## config.mk

```make
export PLATFORM = sky130hd
export DESIGN_NAME = rational_arith_unit
export DESIGN_NICKNAME = d
export VERILOG_FILES = /design/src/sv/rau_pkg.sv /design/src/sv/rau_divider.sv /design/src/sv/rau_datapath.sv /design/src/sv/rau_ctrl.sv /design/src/sv/rational_arith_unit.sv
export VERILOG_INCLUDE_DIRS = /design/src /design/src/sv
export SDC_FILE = /design/constraint.sdc
export NUM_CORES = 2
export LEC_CHECK = 0
export ABC_CLOCK_PERIOD_IN_PS = 13200
export BUFFER_PORTS_ARGS = -buffer_cell sky130_fd_sc_hd__buf_2
export CELL_PAD_IN_SITES_DETAIL_PLACEMENT = 1
export CELL_PAD_IN_SITES_GLOBAL_PLACEMENT = 2
export CORE_MARGIN = 2
export CORE_UTILIZATION = 42
export DETAILED_ROUTE_END_ITERATION = 7
export PLACE_DENSITY_LB_ADDON = 0.1
export SYNTH_ARGS = -nofsm -noshare
export SYNTH_HDL_FRONTEND = slang
export SYNTH_HIERARCHICAL = 1
export SYNTH_SLANG_ARGS = --single-unit
```

## constraint.sdc

```tcl
create_clock -name clk -period 13.2 [get_ports clk]
set_clock_uncertainty 0.15 [all_clocks]
set_input_delay 3.96 -clock clk [delete_from_list [all_inputs] [get_ports clk]]
set_output_delay 3.96 -clock clk [all_outputs]
set_load 0.005 [all_outputs]
```

## src/sv/rational_arith_unit_defines.svh

```systemverilog
// Assertion macros shared by the rational arithmetic unit.
`ifndef RATIONAL_ARITH_UNIT_DEFINES_SVH
`define RATIONAL_ARITH_UNIT_DEFINES_SVH

// Implication checked on every clock edge outside reset.
`define RAU_ASSERT_IMP(label, clk, rst_n, ante, cons, msg) \
  label: assert property (@(posedge clk) disable iff (!rst_n) (ante) |-> (cons)) \
    else $error(msg);

// Implication whose consequent is checked in the cycle after the antecedent.
`define RAU_ASSERT_NEXT(label, clk, rst_n, ante, cons, msg) \
  label: assert property (@(posedge clk) disable iff (!rst_n) (ante) |=> (cons)) \
    else $error(msg);

`endif

```

## src/sv/rau_pkg.sv

```systemverilog
// Shared types and constants of the rational arithmetic unit.
`timescale 1ns / 1ps
`default_nettype none
package rau_pkg;
  localparam int Width = 32;
  localparam int CntW  = $clog2(Width + 1);

  localparam logic [2:0] OP_ADD = 3'd0;
  localparam logic [2:0] OP_SUB = 3'd1;
  localparam logic [2:0] OP_MUL = 3'd2;
  localparam logic [2:0] OP_DIV = 3'd3;
  localparam logic [2:0] OP_RED = 3'd4;

  localparam logic [1:0] ST_OK        = 2'd0;
  localparam logic [1:0] ST_ZERO_ZERO = 2'd1;
  localparam logic [1:0] ST_NEG_DEN   = 2'd2;

  typedef enum logic [3:0] {
    S_IDLE, S_MUL1, S_MUL2, S_RED_CHK, S_GCD_TEST, S_GCD_DIV,
    S_QN_DIV, S_QD_DIV, S_DONE
  } rau_state_t;

  // Divider selects: what the shared divider is working on.
  typedef enum logic [1:0] {
    DSEL_GCD, DSEL_NUM, DSEL_DEN
  } rau_dsel_t;

  typedef struct packed {
    logic      load;      // capture the request
    logic      mul1;      // first pair of products
    logic      mul2;      // cross product and combine
    logic      red_init;  // prepare gcd operands
    logic      div_start; // launch a division
    rau_dsel_t dsel;
    logic      gcd_step;  // take the remainder into the gcd pair
    logic      qn_store;  // store the numerator quotient
    logic      q_store;   // store the denominator quotient
    logic      done;      // drive the result
  } rau_cmd_t;

  typedef struct packed {
    logic [2:0] op;
    logic       den_neg;
    logic       gcd_a_zero;
    logic       gcd_zero;
    logic       div_busy;
    logic       div_done;
  } rau_stat_t;
endpackage
`default_nettype wire

```

## src/sv/rau_divider.sv

```systemverilog
// Restoring unsigned divider, one quotient bit per cycle.
`timescale 1ns / 1ps
`default_nettype none
`include "rational_arith_unit_defines.svh"
module rau_divider import rau_pkg::*; (
  input  wire logic             clk,
  input  wire logic             rst_n,
  input  wire logic             start,
  input  wire logic [Width-1:0] dividend,
  input  wire logic [Width-1:0] divisor,
  output logic                  busy,
  output logic                  done,
  output logic      [Width-1:0] quot,
  output logic      [Width-1:0] rem
);
  logic [CntW-1:0]  cnt_r, cnt_nxt;
  logic             busy_r, busy_nxt;
  logic             done_r, done_nxt;
  logic [Width-1:0] q_r, q_nxt;
  logic [Width-1:0] r_r, r_nxt;
  logic [Width-1:0] d_r, d_nxt;
  logic [Width:0]   trial;
  logic [Width:0]   shifted;

  always_comb begin
    cnt_nxt  = cnt_r;
    busy_nxt = busy_r;
    done_nxt = 1'b0;
    q_nxt    = q_r;
    r_nxt    = r_r;
    d_nxt    = d_r;
    shifted  = {r_r, q_r[Width-1]};
    trial    = shifted - {1'b0, d_r};
    if (start) begin
      busy_nxt = 1'b1;
      cnt_nxt  = CntW'(Width);
      q_nxt    = dividend;
      r_nxt    = '0;
      d_nxt    = divisor;
    end else if (busy_r) begin
      if (!trial[Width]) begin
        r_nxt = trial[Width-1:0];
        q_nxt = {q_r[Width-2:0], 1'b1};
      end else begin
        r_nxt = shifted[Width-1:0];
        q_nxt = {q_r[Width-2:0], 1'b0};
      end
      cnt_nxt = cnt_r - 1'b1;
      if (cnt_r == CntW'(1)) begin
        busy_nxt = 1'b0;
        done_nxt = 1'b1;
      end
    end
  end

  always_ff @(posedge clk) begin
    if (!rst_n) begin
      cnt_r  <= '0;
      busy_r <= 1'b0;
      done_r <= 1'b0;
    end else begin
      cnt_r  <= cnt_nxt;
      busy_r <= busy_nxt;
      done_r <= done_nxt;
    end
    q_r <= q_nxt;
    r_r <= r_nxt;
    d_r <= d_nxt;
  end

  assign busy = busy_r;
  assign done = done_r;
  assign quot = q_r;
  assign rem  = r_r;

  `RAU_ASSERT_NEXT(a_div_done_ends, clk, rst_n, done_r && !start, !busy_r, "divider busy after done")
  `RAU_ASSERT_IMP(a_div_cnt, clk, rst_n, busy_r, cnt_r != '0, "divider count ran out")
  `RAU_ASSERT_IMP(a_div_excl, clk, rst_n, done_r, !busy_r, "divider done while busy")
endmodule
`default_nettype wire

```

## src/sv/rau_datapath.sv

```systemverilog
// Operand registers, multipliers, gcd pair and result registers.
`timescale 1ns / 1ps
`default_nettype none
module rau_datapath import rau_pkg::*; (
  input  wire logic             clk,
  input  wire logic             rst_n,
  input  wire rau_cmd_t         cmd,
  output rau_stat_t             stat,
  input  wire logic [2:0]       in_req_type,
  input  wire logic [Width-1:0] in_a_num,
  input  wire logic [Width-1:0] in_a_den,
  input  wire logic [Width-1:0] in_b_num,
  input  wire logic [Width-1:0] in_b_den,
  output logic                  out_valid,
  output logic      [Width-1:0] out_res_num,
  output logic      [Width-1:0] out_res_den,
  output logic      [1:0]       out_status
);
  logic [2:0]       op_r;
  logic [Width-1:0] an_r, ad_r, bn_r, bd_r;
  logic [Width-1:0] p0_r, p1_r;
  logic [Width-1:0] ga_r, gb_r;
  logic [Width-1:0] rn_r, rd_r;
  logic [1:0]       st_r;
  logic             valid_r;
  logic [Width-1:0] m0, m1, m2, m3;
  logic [Width-1:0] mag_an;
  logic [Width-1:0] dvd, dvs, quot, rem;
  logic             dbusy, ddone;

  assign mag_an = an_r[Width-1] ? (Width'(0) - an_r) : an_r;

  // Operands of the first pair of products; the add/subtract cross product comes later.
  always_comb begin
    case (op_r)
      OP_MUL:  begin m0 = an_r; m1 = bn_r; end
      default: begin m0 = an_r; m1 = bd_r; end
    endcase
    case (op_r)
      OP_DIV:  begin m2 = ad_r; m3 = bn_r; end
      default: begin m2 = ad_r; m3 = bd_r; end
    endcase
  end

  always_comb begin
    case (cmd.dsel)
      DSEL_NUM: begin dvd = mag_an; dvs = gb_r; end
      DSEL_DEN: begin dvd = ad_r;   dvs = gb_r; end
      default:  begin dvd = gb_r;   dvs = ga_r; end
    endcase
  end

  rau_divider u_div (
    .clk(clk), .rst_n(rst_n), .start(cmd.div_start),
    .dividend(dvd), .divisor(dvs),
    .busy(dbusy), .done(ddone), .quot(quot), .rem(rem)
  );

  always_ff @(posedge clk) begin
    if (!rst_n) begin
      valid_r <= 1'b0;
    end else begin
      valid_r <= cmd.done;
    end
    if (cmd.load) begin
      op_r <= in_req_type;
      an_r <= in_a_num;
      ad_r <= in_a_den;
      bn_r <= in_b_num;
      bd_r <= in_b_den;
      rn_r <= '0;
      rd_r <= '0;
      st_r <= ST_OK;
    end
    if (cmd.mul1) begin
      p0_r <= m0 * m1;
      p1_r <= m2 * m3;
    end
    if (cmd.mul2) begin
      case (op_r)
        OP_ADD:  rn_r <= p0_r + Width'(ad_r * bn_r);
        OP_SUB:  rn_r <= p0_r - Width'(ad_r * bn_r);
        default: rn_r <= p0_r;
      endcase
      rd_r <= p1_r;
    end
    if (cmd.red_init) begin
      ga_r <= ad_r;
      gb_r <= mag_an;
      if (ad_r[Width-1]) begin
        rn_r <= an_r;
        rd_r <= ad_r;
        st_r <= ST_NEG_DEN;
      end
    end
    if (cmd.gcd_step) begin
      gb_r <= ga_r;
      ga_r <= rem;
    end
    if (cmd.qn_store) begin
      rn_r <= an_r[Width-1] ? (Width'(0) - quot) : quot;
    end
    if (cmd.q_store) begin
      rd_r <= quot;
    end
    if (cmd.done && stat.gcd_zero && op_r == OP_RED && !ad_r[Width-1]) begin
      st_r <= ST_ZERO_ZERO;
    end
  end

  assign stat.op         = op_r;
  assign stat.den_neg    = ad_r[Width-1];
  assign stat.gcd_a_zero = (ga_r == '0);
  assign stat.gcd_zero   = (gb_r == '0);
  assign stat.div_busy   = dbusy;
  assign stat.div_done   = ddone;

  assign out_valid   = valid_r;
  assign out_res_num = rn_r;
  assign out_res_den = rd_r;
  assign out_status  = st_r;
endmodule
`default_nettype wire

```

## src/sv/rau_ctrl.sv

```systemverilog
// Sequencer for the rational arithmetic unit.
`timescale 1ns / 1ps
`default_nettype none
`include "rational_arith_unit_defines.svh"
module rau_ctrl import rau_pkg::*; (
  input  wire logic      clk,
  input  wire logic      rst_n,
  input  wire logic      start,
  output logic           busy,
  input  wire rau_stat_t stat,
  output rau_cmd_t       cmd
);
  rau_state_t state_r, state_nxt;

  always_comb begin
    state_nxt = state_r;
    case (state_r)
      S_IDLE:     if (start) state_nxt = S_MUL1;
      S_MUL1:     state_nxt = (stat.op == OP_RED) ? S_RED_CHK :
                              (stat.op > OP_RED) ? S_DONE : S_MUL2;
      S_MUL2:     state_nxt = S_DONE;
      S_RED_CHK:  state_nxt = stat.den_neg ? S_DONE : S_GCD_TEST;
      S_GCD_TEST: state_nxt = stat.gcd_a_zero ? (stat.gcd_zero ? S_DONE : S_QN_DIV)
                                              : S_GCD_DIV;
      S_GCD_DIV:  if (stat.div_done) state_nxt = S_GCD_TEST;
      S_QN_DIV:   if (stat.div_done) state_nxt = S_QD_DIV;
      S_QD_DIV:   if (stat.div_done) state_nxt = S_DONE;
      S_DONE:     state_nxt = S_IDLE;
      default:    state_nxt = S_IDLE;
    endcase
  end

  always_comb begin
    cmd = '0;
    cmd.dsel = DSEL_GCD;
    case (state_r)
      S_IDLE:    cmd.load = start;
      S_MUL1:    cmd.mul1 = 1'b1;
      S_MUL2:    cmd.mul2 = 1'b1;
      S_RED_CHK: cmd.red_init = 1'b1;
      S_GCD_TEST: begin
        // Launch the next remainder, or the numerator quotient once the gcd is known.
        if (!stat.gcd_a_zero) begin
          cmd.div_start = 1'b1;
        end else if (!stat.gcd_zero) begin
          cmd.div_start = 1'b1;
          cmd.dsel      = DSEL_NUM;
        end
      end
      S_GCD_DIV: cmd.gcd_step = stat.div_done;
      S_QN_DIV: begin
        cmd.dsel = DSEL_NUM;
        // The numerator quotient is taken in the cycle the denominator division starts.
        if (stat.div_done) begin
          cmd.qn_store  = 1'b1;
          cmd.div_start = 1'b1;
          cmd.dsel      = DSEL_DEN;
        end
      end
      S_QD_DIV: begin
        cmd.dsel    = DSEL_DEN;
        cmd.q_store = stat.div_done;
      end
      S_DONE:  cmd.done = 1'b1;
      default: cmd = '0;
    endcase
  end

  always_ff @(posedge clk) begin
    if (!rst_n) begin
      state_r <= S_IDLE;
    end else begin
      state_r <= state_nxt;
    end
  end

  assign busy = (state_r != S_IDLE);

  `RAU_ASSERT_NEXT(a_start_leaves_idle, clk, rst_n, state_r == S_IDLE && start, state_r == S_MUL1, "request not taken")
  `RAU_ASSERT_IMP(a_div_wait, clk, rst_n, (state_r == S_GCD_DIV || state_r == S_QD_DIV) && !stat.div_done, stat.div_busy, "waiting on an idle divider")
  `RAU_ASSERT_NEXT(a_done_idle, clk, rst_n, state_r == S_DONE, state_r == S_IDLE, "done not followed by idle")
endmodule
`default_nettype wire

```

## src/sv/rational_arith_unit.sv

```systemverilog
// Top level of the rational arithmetic unit.
//  channel | ports                                       | handshake
//  request | in_req_type, in_a_num/den, in_b_num/den     | start & !busy
//  result  | out_res_num, out_res_den, out_status        | out_valid, one cycle
// Add, subtract, multiply and divide pass through MUL1, MUL2 and DONE before
// out_valid; unused codes skip MUL2. Reduce runs the gcd remainder loop on one
// shared restoring divider, then divides numerator and denominator unless the
// denominator is negative or both are zero. Reset is synchronous and
// returns the sequencer to idle. The receiver cannot stall: out_valid lasts
// one cycle and busy holds requests off until the result is out.
`timescale 1ns / 1ps
`default_nettype none
module rational_arith_unit import rau_pkg::*; (
  input  wire logic             clk,
  input  wire logic             rst_n,
  input  wire logic             start,
  output logic                  busy,
  input  wire logic [2:0]       in_req_type,
  input  wire logic [Width-1:0] in_a_num,
  input  wire logic [Width-1:0] in_a_den,
  input  wire logic [Width-1:0] in_b_num,
  input  wire logic [Width-1:0] in_b_den,
  output logic                  out_valid,
  output logic      [Width-1:0] out_res_num,
  output logic      [Width-1:0] out_res_den,
  output logic      [1:0]       out_status
);
  rau_cmd_t  cmd;
  rau_stat_t stat;

  rau_ctrl u_ctrl (
    .clk(clk), .rst_n(rst_n), .start(start), .busy(busy), .stat(stat), .cmd(cmd)
  );

  rau_datapath u_dp (
    .clk(clk), .rst_n(rst_n), .cmd(cmd), .stat(stat),
    .in_req_type(in_req_type), .in_a_num(in_a_num), .in_a_den(in_a_den),
    .in_b_num(in_b_num), .in_b_den(in_b_den),
    .out_valid(out_valid), .out_res_num(out_res_num),
    .out_res_den(out_res_den), .out_status(out_status)
  );
endmodule
`default_nettype wire
```

==> results.md <==
* Status: completed
* Count of buffer and inverter cells on the critical path at 4
* Post-DR vias/cell at approximately 5.5
* Number of buffers on the longest clock path at 3
* First-pass GRT wire length at a little over 400000 um
* Core region area at about 170000 um2
* Die footprint at 172000 um2
* Largest fanout on the critical path at 25
* Count of final setup violators at 0
* Final setup TNS at 0 ns
* Mean instance size in the synthesized netlist at 9.24 um2
* Ratio of final minimum period to clock period at between 80% and 90%
* H-tree depth at 2
* Min Clock Period, post-route at roughly 11 ns
* Normalized max-slew margin at about a fifth
* Worst path most repeated cell: sky130_fd_sc_hd__fa_1
* Buffers inserted during post-CTS setup optimization at 0
* Reported max-cap violation count at 0
* Req. time, crit path at around 14 ns
* Number of nets in the finished design at 9417
* Overall global routing resource usage at 31.8%
* Post-cts hold buffer count at 0
* Total of warnings raised by yosys at 6
* Port Buffers at 201
* Num CTS Buffers at 51
* Number of global-route vias before repair at between 50000 and 60000
* Gr ovfl total at 0
* Total wire length at about 270000 um
* Worst-Margin Slew at between 1 and 1.5 ns
* Root buf cell: sky130_fd_sc_hd__clkbuf_16
* Net Count, Synth at 9469
* Routability-driven placement congestion ratio at 0.901
* Type of origin of the critical path: register
* Post-route setup slack at 2.57 ns
* Startpoint-to-endpoint class of the critical path: reg2reg
* Final Instance Count excl. Fillers at 9875
* # rows at 150
* Cell count after synthesis at between 7000 and 8000
* Final Hold Fails at 0
* Post-Synthesis Cell Area at 70900 um2
* Number of antenna-violating nets in the routed design at 0
* Layout area overhead at 6.94%
* Data arrival at the endpoint of the critical path at around 11 ns
* Fraction of final layout cells with drive strength greater than 1 at 8.54%
* Clock tree from TritonCTS: built
* Number of top-level pins at between 200 and 250
* Slowest library cell on the worst path: sky130_fd_sc_hd__edfxtp_1
* Latest clock arrival within the worst-skew pair at approximately 0.7 ns
* Critical Path Start: u_dp/ad_r[13]$_DFFE_PP_
* Post-cts gate resize count at 0
* Via count at around 55000
* Slowest Stage Delay on Critical Path at around 1.1 ns
* Kind of capture point of the worst setup path: register
* Pre-Repair DR Iteration Count at 6
* Maximum number of pins on one net before global-route repair at 76
* Starting density of the core at a little over two fifths
* Max-slew violation count at 0
* Setup Slack @ Placement at 2.75 ns
* Min-Delay Path Class: reg2reg
* Cell total after placement at around 9800
* Clk pin slew, worst setup/hold paths at approximately 0.07 ns
* HPWL Detailed at 208000 um
* Iteration-0 DRC Markers at 4272
* Clock sink count at about 430
* Routed length per instance at around 28 um
* Worst flop-to-flop path startpoint: u_dp/ad_r[13]$_DFFE_PP_
* Post-detailed-route DRC marker count at 0
* Source of the worst hold timing path: u_dp/out_status[0]$_SDFF_PP1_
* Die boundary height at roughly 410 um
* Timing-limited maximum frequency at between 0.09 and 0.1 GHz
* Setup repair after global routing missed its margin: false
* Width of the chip at between 400 and 500 um
* Initial antenna violation count at 19
* Family of cells with the greatest summed delay on the critical path: adder cells
[state kept, by name, summed over array words and instances, names as in the netlist, 32 cells and up]
register and count:
u_dp/u_div/d_r 32, u_dp/bd_r 32, u_dp/out_res_den 32, u_dp/ad_r 32, u_dp/p1_r 32, u_dp/u_div/rem 32
u_dp/out_res_num 32, u_dp/gb_r 32, u_dp/u_div/quot 32, u_dp/an_r 32, u_dp/bn_r 32, u_dp/p0_r 32
u_dp/ga_r 32
[worst paths after layout]
| kind | end | cells after the start | slack (ns) |
|---|---|---|---|
| min | u_dp/out_status[0]$_SDFF_PP1_ | 1 | 0.34 |
| max | u_dp/out_res_num[31]$_DFF_P_ | 33 | 2.57 |
| max reg2reg | u_dp/out_res_num[31]$_DFF_P_ | 33 | 2.57 |
| min reg2reg | u_dp/out_status[0]$_SDFF_PP1_ | 1 | 0.34 |
[final cells by class]
cell class	count	area (um2)
Tap cell	2204	2760
Clock inverter	24	352
Sequential cell	434	11900
Fill cell	19169	91600
Timing Repair Buffer	334	2000
Clock buffer	71	1430
Inverter	1480	5560
Multi-Input combinational cell	5317	51800
Antenna cell	11	27.5
[cells in the final DEF (no fill, tap or decap), types with 47 or more instances in the layout]
cell and count:
sky130_fd_sc_hd__nor2_1 172, sky130_fd_sc_hd__dfxtp_1 110, sky130_fd_sc_hd__a21oi_1 137, sky130_fd_sc_hd__and2_1 499
sky130_fd_sc_hd__clkbuf_16 53, sky130_fd_sc_hd__inv_1 1478, sky130_fd_sc_hd__nand2_1 1242, sky130_fd_sc_hd__buf_4 133
sky130_fd_sc_hd__ha_1 438, sky130_fd_sc_hd__fa_1 1226, sky130_fd_sc_hd__xnor2_1 312, sky130_fd_sc_hd__a21o_1 47
sky130_fd_sc_hd__buf_2 201, sky130_fd_sc_hd__edfxtp_1 323, sky130_fd_sc_hd__xor2_1 89, sky130_fd_sc_hd__mux2_2 182
sky130_fd_sc_hd__a221o_1 57, sky130_fd_sc_hd__o21ai_0 264, sky130_fd_sc_hd__nor2b_1 82
[metrics by stage]
step,util [%],instance area (um2),hold slack [ns]
5_1_grt,45.3,75800,0.374
3_5_place_dp,44.2,74000,0.328
2_1_floorplan,-,70900,0.317
6_report,45.3,75800,0.342
3_3_place_gp,44.2,74000,0.334
4_1_cts,45.3,75800,0.343
[per-layer routing]
metal | vias up | global-route usage, % | routed length, um
li1 | 23564 | - | -
met1 | 29003 | 42.5 | 114000
met2 | 1701 | 52.3 | 129000
met3 | 410 | 3.14 | 14500
met4 | 4 | 14.6 | 14400
met5 | - | 0 | 24
Power is left out: the tool's default activity adds up to more than one toggle a clock period on the data nets, which glitch-free logic cannot reach.
